`src/hdl/prcp_pkg.sv`:
```
// shared types and constants for the prefix reuse candidate picker
`default_nettype none

package prcp_pkg;

   localparam int LENGTH_BITS    = 20;
   localparam int MAX_CANDIDATES = 256;
   localparam int INDEX_BITS     = 8;
   localparam int INDEX_LIMIT    = (MAX_CANDIDATES < 256) ? MAX_CANDIDATES : 256;
   localparam int COUNT_SAT      = 256;
   localparam int COUNT_BITS     = 9;
   localparam int PRODUCT_BITS   = 2 * LENGTH_BITS;

   typedef logic [LENGTH_BITS-1:0] len_type;
   typedef logic [INDEX_BITS-1:0]  index_type;
   typedef logic [COUNT_BITS-1:0]  count_type;

   typedef enum logic {
      OP_BASELINE  = 1'b0,
      OP_CANDIDATE = 1'b1
   } op_type;

   typedef struct packed {
      op_type  op;
      len_type prefix_len;
      len_type prompt_len;
      logic    last;
   } req_type;

   typedef struct packed {
      logic      found;
      index_type best_index;
      len_type   best_prefix;
   } rsp_type;

   typedef struct packed {
      len_type   best_prefix;
      len_type   best_length;
      logic      keep_negative;
      index_type winner_index;
      logic      winner_valid;
      count_type candidate_count;
   } state_type;

   localparam state_type STATE_RESET = '{
      best_prefix:     '0,
      best_length:     '0,
      keep_negative:   1'b1,
      winner_index:    '0,
      winner_valid:    1'b0,
      candidate_count: '0
   };

endpackage

`default_nettype wire

```
`src/hdl/prcp_if.sv`:
```
// valid/ready channel interfaces for transactions in and results out
`default_nettype none

interface prcp_req_if;
   logic              valid;
   logic              ready;
   prcp_pkg::req_type payload;

   modport source (output valid, output payload, input ready);
   modport sink (input valid, input payload, output ready);
endinterface

interface prcp_rsp_if;
   logic              valid;
   logic              ready;
   prcp_pkg::rsp_type payload;

   modport source (output valid, output payload, input ready);
   modport sink (input valid, input payload, output ready);
endinterface

`default_nettype wire

```
`src/hdl/prefix_reuse_candidate_picker.sv`:
```
// top level: input register, round state, result register
//
//  channel  | dir | handshake          | payload
//  req_chan | in  | valid/ready (sink) | op, prefix_len, prompt_len, last
//  rsp_chan | out | valid/ready (src)  | found, best_index, best_prefix
//
// one transaction per cycle while no last transaction waits on a stalled result; a
// result is registered after its last transaction is taken: it sits in the input
// register while the compare runs, then the result register loads. the loop through
// the two 20x20 cross products and the round state sets the cycle. synchronous reset
// clears the round state and both valid flags. a stalled result holds only a last
// transaction in the input register; other transactions keep flowing
`default_nettype none

module prefix_reuse_candidate_picker (
   input wire            clock,
   input wire            reset,
   prcp_req_if.sink      req_chan,
   prcp_rsp_if.source    rsp_chan
);

   logic                stage_valid_ff;
   logic                stage_valid_in;
   prcp_pkg::req_type   stage_ff;
   prcp_pkg::state_type state_ff;
   prcp_pkg::state_type state_in;
   prcp_pkg::rsp_type   result;
   logic                rsp_valid_ff;
   logic                rsp_valid_in;
   prcp_pkg::rsp_type   rsp_payload_ff;
   logic                out_free;
   logic                stage_fire;
   logic                req_take;

   prcp_eval u_eval (
      .state_cur  (state_ff),
      .item       (stage_ff),
      .state_next (state_in),
      .result     (result)
   );

   always_comb begin
      out_free       = !rsp_valid_ff || rsp_chan.ready;
      stage_fire     = stage_valid_ff && (!stage_ff.last || out_free);
      req_chan.ready = !stage_valid_ff || stage_fire;
      req_take       = req_chan.valid && req_chan.ready;
      stage_valid_in = req_take || (stage_valid_ff && !stage_fire);
      if (stage_fire && stage_ff.last) begin
         rsp_valid_in = 1'b1;
      end else begin
         rsp_valid_in = rsp_valid_ff && !rsp_chan.ready;
      end
   end

   assign rsp_chan.valid   = rsp_valid_ff;
   assign rsp_chan.payload = rsp_payload_ff;

   always_ff @(posedge clock) begin
      if (reset) begin
         stage_valid_ff <= 1'b0;
         rsp_valid_ff   <= 1'b0;
         state_ff       <= prcp_pkg::STATE_RESET;
      end else begin
         stage_valid_ff <= stage_valid_in;
         rsp_valid_ff   <= rsp_valid_in;
         if (stage_fire) begin
            state_ff <= state_in;
         end
      end
   end

   always_ff @(posedge clock) begin
      if (req_take) begin
         stage_ff <= req_chan.payload;
      end
      if (stage_fire && stage_ff.last) begin
         rsp_payload_ff <= result;
      end
   end

   // a winner needs at least one counted candidate
   assert property (@(posedge clock) disable iff (reset)
      state_ff.winner_valid |-> (state_ff.candidate_count != '0))
      else $error("winner without any candidate");

   // a winner always has a real keep ratio
   assert property (@(posedge clock) disable iff (reset)
      state_ff.winner_valid |-> !state_ff.keep_negative)
      else $error("winner with negative keep ratio");

   // a closing transaction always produces a result next cycle
   assert property (@(posedge clock) disable iff (reset)
      (stage_fire && stage_ff.last) |=> rsp_valid_ff)
      else $error("closing transaction lost its result");

   // a round closes back to the reset state
   assert property (@(posedge clock) disable iff (reset)
      (stage_fire && stage_ff.last) |=> (state_ff == prcp_pkg::STATE_RESET))
      else $error("round state not cleared after last");

endmodule

`default_nettype wire

```
`src/hdl/prcp_eval.sv`:
```
// combinational round update: skip test, exact ratio compare, result and round clear
`default_nettype none

module prcp_eval (
   input  wire prcp_pkg::state_type state_cur,
   input  wire prcp_pkg::req_type   item,
   output prcp_pkg::state_type      state_next,
   output prcp_pkg::rsp_type        result
);

   prcp_pkg::state_type st;
   logic                      eligible;
   logic                      keep_gt;
   logic [prcp_pkg::PRODUCT_BITS-1:0] cand_cross;
   logic [prcp_pkg::PRODUCT_BITS-1:0] best_cross;

   // cross products for p / l > bp / bl
   assign cand_cross = item.prefix_len * state_cur.best_length;
   assign best_cross = state_cur.best_prefix * item.prompt_len;

   always_comb begin
      eligible = (state_cur.candidate_count < prcp_pkg::COUNT_BITS'(prcp_pkg::INDEX_LIMIT))
               && (item.prompt_len != '0)
               && !({item.prefix_len, 2'b00} < {2'b00, item.prompt_len});
      keep_gt  = state_cur.keep_negative || (state_cur.best_length == '0)
               || (cand_cross > best_cross);
   end

   always_comb begin
      st = state_cur;
      unique case (item.op)
         prcp_pkg::OP_BASELINE: begin
            st               = prcp_pkg::STATE_RESET;
            st.best_prefix   = item.prefix_len;
            st.best_length   = item.prompt_len;
            st.keep_negative = (item.prompt_len == '0);
         end
         prcp_pkg::OP_CANDIDATE: begin
            if (state_cur.candidate_count < prcp_pkg::COUNT_BITS'(prcp_pkg::COUNT_SAT)) begin
               st.candidate_count = state_cur.candidate_count + 1'b1;
            end
            if (eligible && keep_gt && (item.prefix_len > state_cur.best_prefix)) begin
               st.best_prefix   = item.prefix_len;
               st.best_length   = item.prompt_len;
               st.keep_negative = 1'b0;
               st.winner_index  = state_cur.candidate_count[prcp_pkg::INDEX_BITS-1:0];
               st.winner_valid  = 1'b1;
            end
         end
         default: st = state_cur;
      endcase

      result.found       = st.winner_valid;
      result.best_index  = st.winner_valid ? st.winner_index : '0;
      result.best_prefix = st.best_prefix;

      // the last transaction of a round closes it
      state_next = item.last ? prcp_pkg::STATE_RESET : st;
   end

endmodule

`default_nettype wire

```
`src/flat_wrapper.sv`:
```
// flat-port wrapper written by rule: the top's interface ports become plain ports
module prefix_reuse_candidate_picker_flat 
  (clock, reset, req_chan_valid, req_chan_payload, req_chan_ready, rsp_chan_valid, rsp_chan_payload, rsp_chan_ready);
  prcp_req_if req_chan_i ();
  prcp_rsp_if rsp_chan_i ();
  input wire clock;
  input wire reset;
  input wire logic [$bits(req_chan_i.valid)-1:0] req_chan_valid;
  input wire logic [$bits(req_chan_i.payload)-1:0] req_chan_payload;
  output wire logic [$bits(req_chan_i.ready)-1:0] req_chan_ready;
  output wire logic [$bits(rsp_chan_i.valid)-1:0] rsp_chan_valid;
  output wire logic [$bits(rsp_chan_i.payload)-1:0] rsp_chan_payload;
  input wire logic [$bits(rsp_chan_i.ready)-1:0] rsp_chan_ready;
  assign req_chan_i.valid = req_chan_valid;
  assign req_chan_i.payload = req_chan_payload;
  assign req_chan_ready = req_chan_i.ready;
  assign rsp_chan_valid = rsp_chan_i.valid;
  assign rsp_chan_payload = rsp_chan_i.payload;
  assign rsp_chan_i.ready = rsp_chan_ready;
  prefix_reuse_candidate_picker u_core (.clock(clock), .reset(reset), .req_chan(req_chan_i), .rsp_chan(rsp_chan_i));
endmodule
```
`config.mk`:
```
export PLATFORM = sky130hd
export DESIGN_NAME = prefix_reuse_candidate_picker_flat
export DESIGN_NICKNAME = d
export VERILOG_FILES = /design/src/hdl/prcp_pkg.sv /design/src/hdl/prcp_if.sv /design/src/hdl/prefix_reuse_candidate_picker.sv /design/src/hdl/prcp_eval.sv /design/src/flat_wrapper.sv
export SDC_FILE = /design/constraint.sdc
export NUM_CORES = 2
export LEC_CHECK = 0
export BUFFER_PORTS_ARGS = -buffer_cell sky130_fd_sc_hd__buf_4
export CORE_ASPECT_RATIO = 1.4
export CORE_MARGIN = 3
export CORE_UTILIZATION = 40
export DETAILED_ROUTE_END_ITERATION = 6
export GPL_TIMING_DRIVEN = 1
export SLEW_MARGIN = 20
export SYNTH_ARGS = -nofsm -noshare
export SYNTH_HDL_FRONTEND = slang
export SYNTH_SLANG_ARGS = --single-unit
```
`constraint.sdc`:
```
create_clock -name clock -period 10.8 [get_ports clock]
set_clock_uncertainty 0.15 [all_clocks]
set_input_delay 3.24 -clock clock [delete_from_list [all_inputs] [get_ports clock]]
set_output_delay 3.24 -clock clock [all_outputs]
set_load 0.02 [all_outputs]
```
==> results.cfg <==
[run_status]
status = finished, final reports clean

[detailed_routing]
viasPerCell = 5.34
antenna_left = 0
wl_microns = 102000
drtIter0Drc = 1588
routedWlPerCell_microns = 21.6
vias = 25200
drc = 0
firstDrtPassIters = 6

[grt]
grt_pass1_wl_microns = 158000
first_global_vias = 27200
antenna_found_initial = 5
grt_max_degree = 30
grt_usage_pct = 24.9
grt_overflow = 0

[setup_path]
reg2reg_from = u_core.stage_ff[7]
crit_buf_inv = 6
critPathMaxStageDelay_ps = 630
r2r_setup_slack_ps = 340
worst-path-max-fanout = 20
critical_path.startpoint = u_core.stage_ff[7]
start_kind = register
path_delay_family = adder cells
cp.required_ps = 10870
critical_path_class = reg -> reg
cp.arrival_ps = 10530
crit_top_cell = fa_1
crit_slowest_cell = or4_1
endpoint_kind = register

[flow_run]
maxCapViolations = 0

[synthesis]
ys_seq_area_share_pct = 10.3
synth_area_sq_um = 32600
ys_warn_count = 0
synth.distinct_cells = 70
synthArstFlopShare_pct = 0
synth.avg_cell_area_sq_um = 9.11
synth_edf_count = 71
syn_inst = 3577
synth_nets = 4642
synth_seq_cells = 132
ys.flop_type = edfxtp_1

[placement]
dp_hpwl_microns = 83500
port_buffers = 76
place_area_sq_um = 34900
place.gp.congestion = 0.943

[power]
cellLeakagePower_uw = 0.0185
power_density_nw_per_um2 = 67.5
ir_drop_mv = 0.130

[floorplan]
floorplan.die.width_microns = 247
fp.dieH_microns = 344
design.die.area_sq_um = 85000
ios = 77
core-area_sq_um = 80600
row_count = 123
initial_core_util_pct = 40.4

[sta]
fin_crit_ps = 10460
max_clock_freq_ghz = 0.0956
max_slew_margin_pct = 28.3
period_share_pct = 96.8
hold_viol_final = 0
drv_slew = 0
finalSetupViolCount = 0
tightest_slew_ps = 1070

[clocking]
clock_latency_ps = 490
clk_pin_slew_ps = 60
cts_buffers = 17
tritoncts = done
cts_sinks = 132
htree_levels = 4
root_buffer = clkbuf_16
clk_path_buf_depth = 2

[hold_path]
hold_start = u_core.state_ff[16]
min-delay-path-class = reg -> reg

[finish]
nFillCells = 8024
final_cell_area_sq_um = 35600
nNetsFinal = 4698
fin_util_pct = 44.1
drive_above_1_share_pct = 7.54
area_growth_pct = 9.08
==> cells by family after synthesis <==
group | after synthesis | share of synthesized area (%)
xor gates and xnor gates | 79 | 2.12
and+or+nand+nor | 1036 | 14.7
AOI/OAI and AO/OA | 324 | 6.97
buffers and inverters | 959 | 11.1
DFF | 132 | 10.3
muxes | 28 | 0.937
adders and majority gates | 1019 | 53.9
==> through the flow <==
stage / setup TNS (ps) / setup slack [ps] / instances / power [uW] / hold WS [ps]
finish: 0 / 344 / 4713 / 2400 / 319
detailed placement: 0 / 173 / 4673 / 1780 / 306
floorplan: 0 / 926 / 3577 / 1370 / 292
global route: -287 / -26.7 / 4708 / 2560 / 338
CTS: 0 / 156 / 4705 / 2400 / 324
global placement: 0 / 451 / 4673 / 1770 / 298
==> area by class of cell <==
type	count	area, sq um	area share, %
timing repair buffer	210	1620	4.55
clock inverter	9	60.1	0.169
tap	1062	1330	3.74
multi-input combinational	2486	25700	72.3
antenna	5	12.5	0.0352
inverter	786	2960	8.32
sequential	132	3350	9.43
clock buffer	23	532	1.50
==> synthesized netlist by cell type (all sizes together) (10+ instances only) <==
library cell	number	share of area [%]
a22o	41	1.1
o21a	10	0.23
nor4	14	0.29
clkbuf	158	1.8
and2	241	4.6
a21oi	91	1.5
edfxtp	71	6.5
nand3	34	0.52
and3	12	0.23
nand4	18	0.35
nand2b	20	0.38
ha	379	15
o21bai	14	0.32
mux2	20	0.69
inv	776	8.9
a21o	63	1.5
clkinv	10	0.12
o21ai	43	0.67
nor2b	16	0.31
xnor2	45	1.2
dfxtp	61	3.7
buf	15	0.23
nor2	234	2.7
xor2	34	0.91
a211oi	11	0.25
nand2	427	4.9
fa	640	39
==> sequential cells by signal, indices dropped and copies added (netlist names) <==
name and count:
u_core.rsp_chan.payload 29, u_core.rsp_chan.valid 1, u_core.stage_ff 42, u_core.stage_valid_ff 1
u_core.state_ff 59
==> timing repair <==
action,in CTS,in global routing
hold buffers,0,0
endpoints found under the setup margin,0,47
hold endpoints to repair,0,0
buffers inserted,0,3
gates resized for setup,0,6
==> power by group <==
group	leakage [uW]	switching, uW	internal, uW	total, uW
clock	0.000300	263	347	610
combinational	0.0170	731	463	1190
sequential	0.00118	46.3	551	597
==> path summary, 6_finish.rpt <==
kind	depth (start not counted)	end
min	1	u_core.state_ff[16]
max reg2reg	34	u_core.rsp_chan.payload[0]
min reg2reg	1	u_core.state_ff[16]
max	34	u_core.rsp_chan.payload[0]
==> layout by cell type (no fill, tap or decap), types with 10 or more instances in the layout <==
cell type,n
fa_1,640
a22o_1,41
nand3_1,34
xor2_1,34
and3_1,12
a21o_1,61
ha_1,379
o21bai_1,14
nor2b_1,15
nand2b_1,20
mux2_1,20
nor2_1,233
a21oi_1,85
nor4_1,12
and2_1,240
a211oi_1,11
buf_4,206
dfxtp_1,60
o21ai_0,31
clkbuf_16,20
o21ai_1,11
inv_1,771
edfxtp_1,71
nand4_1,18
xnor2_1,45
nand2_1,427
o21a_1,10
==> worst register-to-register path: cells and delay by family, from the launching register on <==
family / cells / cell delay, ps
AO/OA/AOI/OAI: 9 / 2390
XOR/XNOR: 1 / 80
adder cells (fa/ha/maj): 9 / 3940
buffers and inverters: 6 / 780
flip-flops: 1 / 620
multiplexers: 1 / 370
AND/OR/NAND/NOR: 8 / 1870
==> routing by layer <==
metal  up-vias  GRT usage [%]  share of wire (%)
li1      11000              -                  -
met1     13000           29.0                 38
met4         4           12.7                6.0
met3       290           4.24                6.2
met5         -              0              0.016
met2       877           43.8                 50
Note: power is estimated with default switching activity, not from simulation.
